<file path="src/design/rrcd_pkg.sv">
// Shared types and constants for the random replacement cache directory.
// Holds the controller/datapath command and status words and the victim LFSR step.
// No dependencies.
package rrcd_pkg;

   localparam int FRAMES_DEFAULT = 64;
   localparam int ADDR_W         = 32;
   localparam int FIU_W          = 7;
   localparam int SEED_W         = 32;
   localparam int FRAME_OUT_W    = 6;
   localparam int MISS_W         = 16;
   localparam int CSR_IDX_W      = 1;
   localparam int RSP_DATA_W     = 64;

   localparam logic [CSR_IDX_W-1:0] CSR_FRAMES_IN_USE = 1'd0;
   localparam logic [CSR_IDX_W-1:0] CSR_RANDOM_SEED   = 1'd1;

   localparam logic [FIU_W-1:0] FIU_RESET = 7'd64;

   // controller to datapath
   typedef struct packed {
      logic accept;
      logic scan_run;
      logic hit_commit;
      logic fill_commit;
      logic lfsr_step;
      logic mul_load;
      logic victim_read;
      logic victim_commit;
      logic result_load;
   } rrcd_cmd_type;

   // datapath to controller
   typedef struct packed {
      logic match;
      logic scan_miss;
      logic fill_free;
      logic rsp_busy;
   } rrcd_status_type;

   // x^32+x^22+x^2+x+1, shift left, feedback into bit 0
   function automatic logic [SEED_W-1:0] lfsr_next(input logic [SEED_W-1:0] s);
      logic fb;
      fb = s[31] ^ s[21] ^ s[1] ^ s[0];
      return {s[SEED_W-2:0], fb};
   endfunction

endpackage

</file>
<file path="src/design/rrcd_ctrl.sv">
// Sequencer of the random replacement cache directory: scan, fill or victim
// replacement, result hand-off. Drives the datapath by command word only.
// Depends on rrcd_pkg.
module rrcd_ctrl
   import rrcd_pkg::*;
(
   input  logic            clock,
   input  logic            reset,
   input  logic            req_tvalid,
   output logic            req_tready,
   input  rrcd_status_type status,
   output rrcd_cmd_type    cmd
);

   localparam logic [2:0] ST_IDLE   = 3'd0;
   localparam logic [2:0] ST_SCAN   = 3'd1;
   localparam logic [2:0] ST_MUL    = 3'd2;
   localparam logic [2:0] ST_VREAD  = 3'd3;
   localparam logic [2:0] ST_VWAIT  = 3'd4;
   localparam logic [2:0] ST_FINISH = 3'd5;

   logic [2:0] state_ff, state_in;

   always_comb begin
      state_in = state_ff;
      cmd      = '0;
      case (state_ff)
         ST_IDLE: begin
            if (req_tvalid) begin
               cmd.accept = 1'b1;
               state_in   = ST_SCAN;
            end
         end
         ST_SCAN: begin
            cmd.scan_run = 1'b1;
            if (status.match) begin
               cmd.hit_commit = 1'b1;
               state_in       = ST_FINISH;
            end else if (status.scan_miss) begin
               if (status.fill_free) begin
                  cmd.fill_commit = 1'b1;
                  state_in        = ST_FINISH;
               end else begin
                  cmd.lfsr_step = 1'b1;
                  state_in      = ST_MUL;
               end
            end
         end
         ST_MUL: begin
            cmd.mul_load = 1'b1;
            state_in     = ST_VREAD;
         end
         ST_VREAD: begin
            cmd.victim_read = 1'b1;
            state_in        = ST_VWAIT;
         end
         ST_VWAIT: begin
            cmd.victim_commit = 1'b1;
            state_in          = ST_FINISH;
         end
         ST_FINISH: begin
            // hold until the output register frees up
            if (!status.rsp_busy) begin
               cmd.result_load = 1'b1;
               state_in        = ST_IDLE;
            end
         end
         default: begin
            state_in = ST_IDLE;
         end
      endcase
   end

   assign req_tready = (state_ff == ST_IDLE);

   always_ff @(posedge clock) begin
      if (reset) begin
         state_ff <= ST_IDLE;
      end else begin
         state_ff <= state_in;
      end
   end

endmodule

</file>
<file path="src/design/rrcd_dpath.sv">
// Datapath of the random replacement cache directory: tag/dirty memory,
// scan pipeline, fill pointer, victim LFSR and multiplier, result registers.
// Depends on rrcd_pkg.
module rrcd_dpath
   import rrcd_pkg::*;
#(
   parameter int FRAMES = FRAMES_DEFAULT
) (
   input  logic                  clock,
   input  logic                  reset,
   input  rrcd_cmd_type          cmd,
   output rrcd_status_type       status,
   input  logic [ADDR_W-1:0]     req_tdata,
   input  logic                  req_tuser,
   input  logic                  req_tlast,
   input  logic                  csr_valid,
   input  logic [CSR_IDX_W-1:0]  csr_index,
   input  logic [SEED_W-1:0]     csr_data,
   output logic                  rsp_tvalid,
   input  logic                  rsp_tready,
   output logic [RSP_DATA_W-1:0] rsp_tdata
);

   localparam int CNT_W  = $clog2(FRAMES + 1);
   localparam int IDX_W  = $clog2(FRAMES);
   localparam int PROD_W = SEED_W + CNT_W;
   localparam int ENT_W  = ADDR_W + 1;

   // tag memory, dirty bit on top
   logic [ENT_W-1:0] mem [FRAMES];
   logic             mem_we, mem_re;
   logic [IDX_W-1:0] mem_waddr, mem_raddr;
   logic [ENT_W-1:0] mem_q;

   logic [FIU_W-1:0]  frames_ff, frames_in;
   logic [SEED_W-1:0] lfsr_ff, lfsr_in;
   logic [ADDR_W-1:0] addr_ff, addr_in;
   logic              kind_ff, kind_in;
   logic              last_ff, last_in;
   logic [CNT_W-1:0]  fill_ff, fill_in;
   logic [MISS_W-1:0] miss_run_ff, miss_run_in;
   logic [CNT_W-1:0]  scan_ff, scan_in;
   logic              rd_vld_ff, rd_vld_in;
   logic [IDX_W-1:0]  rd_idx_ff, rd_idx_in;
   logic [PROD_W-1:0] prod_ff, prod_in;
   logic [IDX_W-1:0]  victim_ff, victim_in;
   logic              res_hit_ff, res_hit_in;
   logic [IDX_W-1:0]  res_frame_ff, res_frame_in;
   logic              res_evict_ff, res_evict_in;
   logic              res_wb_ff, res_wb_in;
   logic [ADDR_W-1:0] res_wbb_ff, res_wbb_in;
   logic              rsp_valid_ff, rsp_valid_in;
   logic [RSP_DATA_W-1:0] rsp_data_ff, rsp_data_in;

   logic [CNT_W-1:0]  n_act;
   logic [CNT_W-1:0]  limit;
   logic              scan_issue;
   logic              match;
   logic [CNT_W-1:0]  vsel;
   logic [IDX_W-1:0]  victim_calc;
   logic [MISS_W-1:0] miss_new;

   always_comb begin
      if (frames_ff == '0) begin
         n_act = CNT_W'(1);
      end else if (32'(frames_ff) > FRAMES) begin
         n_act = CNT_W'(FRAMES);
      end else begin
         n_act = CNT_W'(frames_ff);
      end
   end

   // only frames below the fill pointer have ever been written
   assign limit      = (fill_ff < n_act) ? fill_ff : n_act;
   assign match      = rd_vld_ff && (mem_q[ADDR_W-1:0] == addr_ff);
   assign scan_issue = cmd.scan_run && (scan_ff < limit) && !match;

   assign vsel        = prod_ff[SEED_W +: CNT_W];
   assign victim_calc = (vsel >= n_act) ? IDX_W'(n_act - CNT_W'(1)) : IDX_W'(vsel);

   assign status.match     = match;
   assign status.scan_miss = (scan_ff >= limit) && !rd_vld_ff;
   assign status.fill_free = fill_ff < n_act;
   assign status.rsp_busy  = rsp_valid_ff && !rsp_tready;

   assign mem_we    = (cmd.hit_commit && kind_ff) || cmd.fill_commit || cmd.victim_commit;
   assign mem_waddr = cmd.hit_commit  ? rd_idx_ff :
                      cmd.fill_commit ? IDX_W'(fill_ff) : victim_ff;
   assign mem_re    = scan_issue || cmd.victim_read;
   assign mem_raddr = cmd.victim_read ? victim_calc : IDX_W'(scan_ff);

   always_ff @(posedge clock) begin
      if (mem_we) begin
         mem[mem_waddr] <= {kind_ff, addr_ff};
      end
      if (mem_re) begin
         mem_q <= mem[mem_raddr];
      end
   end

   assign miss_new = res_hit_ff ? miss_run_ff :
                     ((miss_run_ff == '1) ? miss_run_ff : miss_run_ff + MISS_W'(1));

   always_comb begin
      frames_in    = frames_ff;
      lfsr_in      = lfsr_ff;
      addr_in      = addr_ff;
      kind_in      = kind_ff;
      last_in      = last_ff;
      fill_in      = fill_ff;
      miss_run_in  = miss_run_ff;
      scan_in      = scan_ff;
      rd_vld_in    = scan_issue;
      rd_idx_in    = scan_issue ? IDX_W'(scan_ff) : rd_idx_ff;
      prod_in      = prod_ff;
      victim_in    = victim_ff;
      res_hit_in   = res_hit_ff;
      res_frame_in = res_frame_ff;
      res_evict_in = res_evict_ff;
      res_wb_in    = res_wb_ff;
      res_wbb_in   = res_wbb_ff;
      rsp_valid_in = rsp_valid_ff && !rsp_tready;
      rsp_data_in  = rsp_data_ff;

      if (csr_valid) begin
         case (csr_index)
            CSR_FRAMES_IN_USE: frames_in = csr_data[FIU_W-1:0];
            CSR_RANDOM_SEED:   lfsr_in   = (csr_data == '0) ? SEED_W'(1) : csr_data;
            default: ;
         endcase
      end

      if (cmd.accept) begin
         addr_in = req_tdata;
         kind_in = req_tuser;
         last_in = req_tlast;
         scan_in = '0;
      end
      if (scan_issue) begin
         scan_in = scan_ff + CNT_W'(1);
      end

      if (cmd.hit_commit) begin
         res_hit_in   = 1'b1;
         res_frame_in = rd_idx_ff;
         res_evict_in = 1'b0;
         res_wb_in    = 1'b0;
         res_wbb_in   = '0;
      end
      if (cmd.fill_commit) begin
         res_hit_in   = 1'b0;
         res_frame_in = IDX_W'(fill_ff);
         res_evict_in = 1'b0;
         res_wb_in    = 1'b0;
         res_wbb_in   = '0;
         fill_in      = fill_ff + CNT_W'(1);
      end
      if (cmd.lfsr_step) begin
         lfsr_in = lfsr_next(lfsr_ff);
      end
      if (cmd.mul_load) begin
         prod_in = PROD_W'(lfsr_ff) * PROD_W'(n_act);
      end
      if (cmd.victim_read) begin
         victim_in = victim_calc;
      end
      if (cmd.victim_commit) begin
         // victim lies below the fill pointer, so it always held a block
         res_hit_in   = 1'b0;
         res_frame_in = victim_ff;
         res_evict_in = 1'b1;
         res_wb_in    = mem_q[ADDR_W];
         res_wbb_in   = mem_q[ADDR_W] ? mem_q[ADDR_W-1:0] : '0;
      end

      if (cmd.result_load) begin
         rsp_valid_in = 1'b1;
         rsp_data_in  = {6'd0, miss_new, res_wbb_ff, res_wb_ff, res_evict_ff,
                         !res_hit_ff, FRAME_OUT_W'(res_frame_ff), res_hit_ff};
         miss_run_in  = last_ff ? '0 : miss_new;
      end
   end

   always_ff @(posedge clock) begin
      if (reset) begin
         frames_ff    <= FIU_RESET;
         lfsr_ff      <= SEED_W'(1);
         fill_ff      <= '0;
         miss_run_ff  <= '0;
         scan_ff      <= '0;
         rd_vld_ff    <= 1'b0;
         rsp_valid_ff <= 1'b0;
      end else begin
         frames_ff    <= frames_in;
         lfsr_ff      <= lfsr_in;
         fill_ff      <= fill_in;
         miss_run_ff  <= miss_run_in;
         scan_ff      <= scan_in;
         rd_vld_ff    <= rd_vld_in;
         rsp_valid_ff <= rsp_valid_in;
      end
   end

   always_ff @(posedge clock) begin
      addr_ff      <= addr_in;
      kind_ff      <= kind_in;
      last_ff      <= last_in;
      rd_idx_ff    <= rd_idx_in;
      prod_ff      <= prod_in;
      victim_ff    <= victim_in;
      res_hit_ff   <= res_hit_in;
      res_frame_ff <= res_frame_in;
      res_evict_ff <= res_evict_in;
      res_wb_ff    <= res_wb_in;
      res_wbb_ff   <= res_wbb_in;
      rsp_data_ff  <= rsp_data_in;
   end

   assign rsp_tvalid = rsp_valid_ff;
   assign rsp_tdata  = rsp_data_ff;

endmodule

</file>
<file path="src/design/random_replacement_cache_directory.sv">
// Fully associative cache directory with random replacement. One access is taken
// at a time; its tags are scanned one frame per cycle from a single-read-port tag
// memory over the filled active frames, and a hit stops the scan early. A random
// replacement then steps the LFSR, loads the multiplier and reads and commits the
// victim before the result is loaded. The controller returns to idle before the
// next access is taken. The result sits in an output register, so the next access
// is taken while it waits; a result still waiting when the following one is ready
// holds that access until the output frees up.
// No reset pass is needed: only frames below the fill pointer are ever looked at.
module random_replacement_cache_directory
   import rrcd_pkg::*;
#(
   parameter int FRAMES = FRAMES_DEFAULT
) (
   input  logic                  clock,
   input  logic                  reset,
   input  logic                  req_tvalid,
   output logic                  req_tready,
   input  logic [ADDR_W-1:0]     req_tdata,   // block_addr
   input  logic                  req_tuser,   // kind
   input  logic                  req_tlast,   // last_of_request
   output logic                  rsp_tvalid,
   input  logic                  rsp_tready,
   // hit, frame_index[6], fetch_needed, evicted, writeback_valid,
   // writeback_block[32], request_misses[16], zero pad
   output logic [RSP_DATA_W-1:0] rsp_tdata,
   input  logic                  csr_valid,
   output logic                  csr_ready,
   input  logic [CSR_IDX_W-1:0]  csr_index,
   input  logic [SEED_W-1:0]     csr_data
);

   rrcd_cmd_type    cmd;
   rrcd_status_type status;

   assign csr_ready = 1'b1;

   rrcd_ctrl u_ctrl (
      .clock      (clock),
      .reset      (reset),
      .req_tvalid (req_tvalid),
      .req_tready (req_tready),
      .status     (status),
      .cmd        (cmd)
   );

   rrcd_dpath #(
      .FRAMES (FRAMES)
   ) u_dpath (
      .clock      (clock),
      .reset      (reset),
      .cmd        (cmd),
      .status     (status),
      .req_tdata  (req_tdata),
      .req_tuser  (req_tuser),
      .req_tlast  (req_tlast),
      .csr_valid  (csr_valid),
      .csr_index  (csr_index),
      .csr_data   (csr_data),
      .rsp_tvalid (rsp_tvalid),
      .rsp_tready (rsp_tready),
      .rsp_tdata  (rsp_tdata)
   );

endmodule
</file>
<file path="config.mk">
export PLATFORM = sky130hd
export DESIGN_NAME = random_replacement_cache_directory
export DESIGN_NICKNAME = d
export VERILOG_FILES = /design/src/design/rrcd_pkg.sv /design/src/design/rrcd_ctrl.sv /design/src/design/rrcd_dpath.sv /design/src/design/random_replacement_cache_directory.sv
export SDC_FILE = /design/constraint.sdc
export NUM_CORES = 2
export LEC_CHECK = 0
export BUFFER_PORTS_ARGS = -buffer_cell sky130_fd_sc_hd__buf_2
export CAP_MARGIN = 20
export CORE_MARGIN = 4
export CORE_UTILIZATION = 35
export CTS_BUF_LIST = sky130_fd_sc_hd__clkbuf_4 sky130_fd_sc_hd__clkbuf_8 sky130_fd_sc_hd__clkbuf_16
export CTS_CLUSTER_DIAMETER = 50
export DETAILED_ROUTE_END_ITERATION = 8
export SLEW_MARGIN = 20
export SYNTH_ARGS = -nofsm -noshare
export SYNTH_HDL_FRONTEND = slang
export SYNTH_SLANG_ARGS = --single-unit
</file>
<file path="constraint.sdc">
create_clock -name clock -period 8.9 [get_ports clock]
set_input_delay 1.78 -clock clock [delete_from_list [all_inputs] [get_ports clock]]
set_output_delay 1.78 -clock clock [all_outputs]
set_load 0.02 [all_outputs]
</file>
==> out/summary.txt <==
Top_reg_cell synth: edfxtp_1
Initial antenna violation count: 13
Fill count: 26.2k
Yosys reg bits: 2,371
CTS Buf Count: 238
Critical Path RT: 9420 ps
Critical Path Sink Type: flip-flop
Cells after Synth: 7,423
Mean routed wirelength per cell: 26.1 um
Pwr dens: 217 nW/um^2
Fin crit period: 6940 ps
Crit start category: flip-flop
Dominant cells by area after synthesis: edfxtp_1 69%, nand2_1 5.0%, mux2i_1 4.2%
Fmax: 0.144 GHz
Via density: 5.50
Measured slew at the worst slew-check pin: 1280 ps
Post-CTS setup buffers: 0
CTS clk-pin slew, worst paths: 60 ps
Root buffer cell: clkbuf_16
Slew Limit Fails: 0
Power, Total: 24.7 mW
First-pass GRT wire length: 429,000 um
Post-synth top cells: 2,295 x edfxtp_1, 1,338 x nand2_1, 674 x nand3_1, 420 x mux2i_1, 415 x nor2_1
Clock Latency Late Sink: 910 ps
All-Layer GR Usage: 19.7%
IO buf count: 131
Gr ovfl total: 0
Clock Skew: 67.2 ps
Area post-placement: 106,000 sq um
Max-cap violations: 0
Area leader, netlist: edfxtp_1
Synth unique cells: 78
First-pass detailed-route iteration total: 6
Finish-stage setup viols: 0
Worst EP arrival: 7470 ps
Vias in the first global route: 59.1k
CTS tree: yes
Synth Cell Area: 100,000 sq um
Leak: 39.2 nW
Worst Path Max Fanout: 28
Residual DRC: 0
Nets: 7,856
EDFF count, synth: 2,295
Share of cells above drive strength 1: 11.1%
Seq. cell area: 70,400 sq um
Yosys top cell area share: 68.6%
Post-synthesis sequential area ratio: 70.1%
Gpl congestion: 0.920
Final-report hold violation count: 0
Area of the multi-input gates: 27,900 sq um
Hold Buf Count CTS: 0
Rows: 196
Post-route design area: 114,000 sq um
Synth Warn #: 0
Placeable Area: 285,000 sq um
Clock buffer depth: 4
# H-tree levels: 4
Top-count cell post-synth: edfxtp_1
Slew margin rel.: 14.5%
Mean Syn Cell Area: 13.5 sq um
Worst Hold Class: flip-flop to flip-flop
Initial Utilization: 35.2%
Routed WL: 300,000 um
1st-iter DRT viols: 9,215
DP Wirelength: 185,000 um
RSZ-0062 raised after global routing: no
PostCTS Resize Cnt: 0
Asr flop ratio synth: 0%
Largest net degree at the start of global routing: 196
Setup_tns: 0 ps
IO Count: 139
Antenna viol nets, final: 0
VDD IR max: 0.163 mV
WS Path Type: flip-flop to flip-flop
Final period utilization: 78.0%
Clk sinks: 2,371
Die X: 544 um
Total Die Area: 296,000 sq um
Die Y: 544 um
Detailed-route via count: 63.3k
Area Overhead vs Synth: 13.3%
Status: complete, no violations
[cell usage in the layout (no fill, tap or decap), types with 14 or more instances in the layout]
| master | instances |
|---|---|
| and3_1 | 114 |
| nor3_1 | 26 |
| mux2i_1 | 420 |
| a32oi_1 | 85 |
| buf_4 | 191 |
| xnor2_1 | 20 |
| edfxtp_1 | 2295 |
| o211ai_1 | 28 |
| nor2_4 | 62 |
| ha_1 | 79 |
| fa_1 | 148 |
| clkbuf_16 | 239 |
| a22oi_1 | 43 |
| clkbuf_4 | 45 |
| dfxtp_1 | 76 |
| clkinv_2 | 34 |
| mux2_2 | 23 |
| buf_12 | 19 |
| bufinv_16 | 18 |
| xor2_1 | 42 |
| and4_1 | 30 |
| nor4_1 | 19 |
| inv_1 | 171 |
| clkinv_1 | 63 |
| a32o_1 | 14 |
| a211oi_1 | 63 |
| buf_2 | 131 |
| a21o_1 | 14 |
| o31ai_1 | 15 |
| o21ai_0 | 207 |
| nand3_1 | 673 |
| nand2_1 | 1334 |
| nand4_1 | 115 |
| a31oi_1 | 37 |
| and2_1 | 148 |
| a21oi_1 | 153 |
| nor2_1 | 355 |
[per-stage QoR]
step	util (%)	cells	setup slack, ps	hold slack (ps)
after floorplan	-	7428	2030	400
after CTS	39.9	11508	1990	424
final	39.9	11517	1960	425
after global routing	39.9	11510	1440	435
after detailed placement	37.2	11078	2000	408
after global placement	37.2	11078	1990	408
[registers in the layout (all words and copies together), names as in the netlist]
| register | flops |
|---|---|
| u_dpath.rd_idx_ff | 6 |
| u_dpath.res_hit_ff | 1 |
| u_dpath.rsp_tvalid | 1 |
| u_dpath.mem_q | 33 |
| u_dpath.lfsr_ff | 32 |
| u_dpath.miss_run_ff | 16 |
| u_dpath.prod_ff | 7 |
| u_dpath.mem | 2112 |
| u_dpath.res_evict_ff | 1 |
| u_dpath.res_wbb_ff | 32 |
| u_dpath.last_ff | 1 |
| u_dpath.kind_ff | 1 |
| u_dpath.res_frame_ff | 6 |
| u_dpath.scan_ff | 7 |
| u_dpath.res_wb_ff | 1 |
| u_dpath.victim_ff | 6 |
| u_ctrl.state_ff | 3 |
| u_dpath.fill_ff | 7 |
| u_dpath.frames_ff | 7 |
| u_dpath.rd_vld_ff | 1 |
| u_dpath.rsp_tdata | 58 |
| u_dpath.addr_ff | 32 |
[kinds of logic after synthesis]
kind of cell	share of synthesized area [%]
AND/OR/NAND/NOR	13.3
buffers and inverters	2.70
AO/OA/AOI/OAI	4.73
XOR/XNOR	0.540
multiplexers	4.68
other	0.00747
adder cells (fa/ha/maj)	3.93
flip-flops	70.1
[routing by layer]
layer	global-route usage [%]	wire length, um
met2	28.6	129000
met3	4.75	36400
met4	4.71	7670
met1	29.6	127000
met5	0	13
[area by class of cell]
class | instances | share of cell area, %
flip-flops and latches | 2371 | 61.9
multi-input cells | 4430 | 24.5
clock buffers | 284 | 5.55
well taps | 3762 | 4.13
repair buffers | 342 | 2.19
clock inverters | 146 | 1.17
inverters | 174 | 0.574
diodes | 8 | 0.0176
[worst paths after layout]
check	startpoint	endpoint	slack, ps	cells after the start
max	u_dpath.frames_ff[5]$_SDFFE_PP0P_	u_dpath.mem[31][0]$_DFFE_PP_	1960	19
min	u_dpath.res_wbb_ff[17]$_SDFFCE_PN0P_	u_dpath.rsp_tdata[27]$_DFFE_PP_	420	0
max reg2reg	u_dpath.frames_ff[5]$_SDFFE_PP0P_	u_dpath.mem[31][0]$_DFFE_PP_	1960	19
min reg2reg	u_dpath.res_wbb_ff[17]$_SDFFCE_PN0P_	u_dpath.rsp_tdata[27]$_DFFE_PP_	420	0
[power breakdown]
| group | switching, mW | total, mW | internal, mW |
|---|---|---|---|
| registers | 0.178 | 12.9 | 12.7 |
| clock network | 4.24 | 9.83 | 5.59 |
| logic | 1.55 | 1.99 | 0.445 |
| total | 5.97 | 24.7 | 18.7 |
[critical path, cell delays in order (launching register included)]
cell and delay, ps:
dfxtp_1 930, inv_1 240, nor2_1 200, inv_1 100
ha_1 310, nand4_1 100, a211o_2 330, nand2_2 230
mux2_2 380, ha_1 270, nand2b_1 90, a21o_1 130
a21oi_1 70, o21bai_1 220, nand3_2 380, mux2_1 450
mux2i_1 300, nand3_1 770, nor2_4 600, buf_4 440
Note: power is estimated with default switching activity, not from simulation.
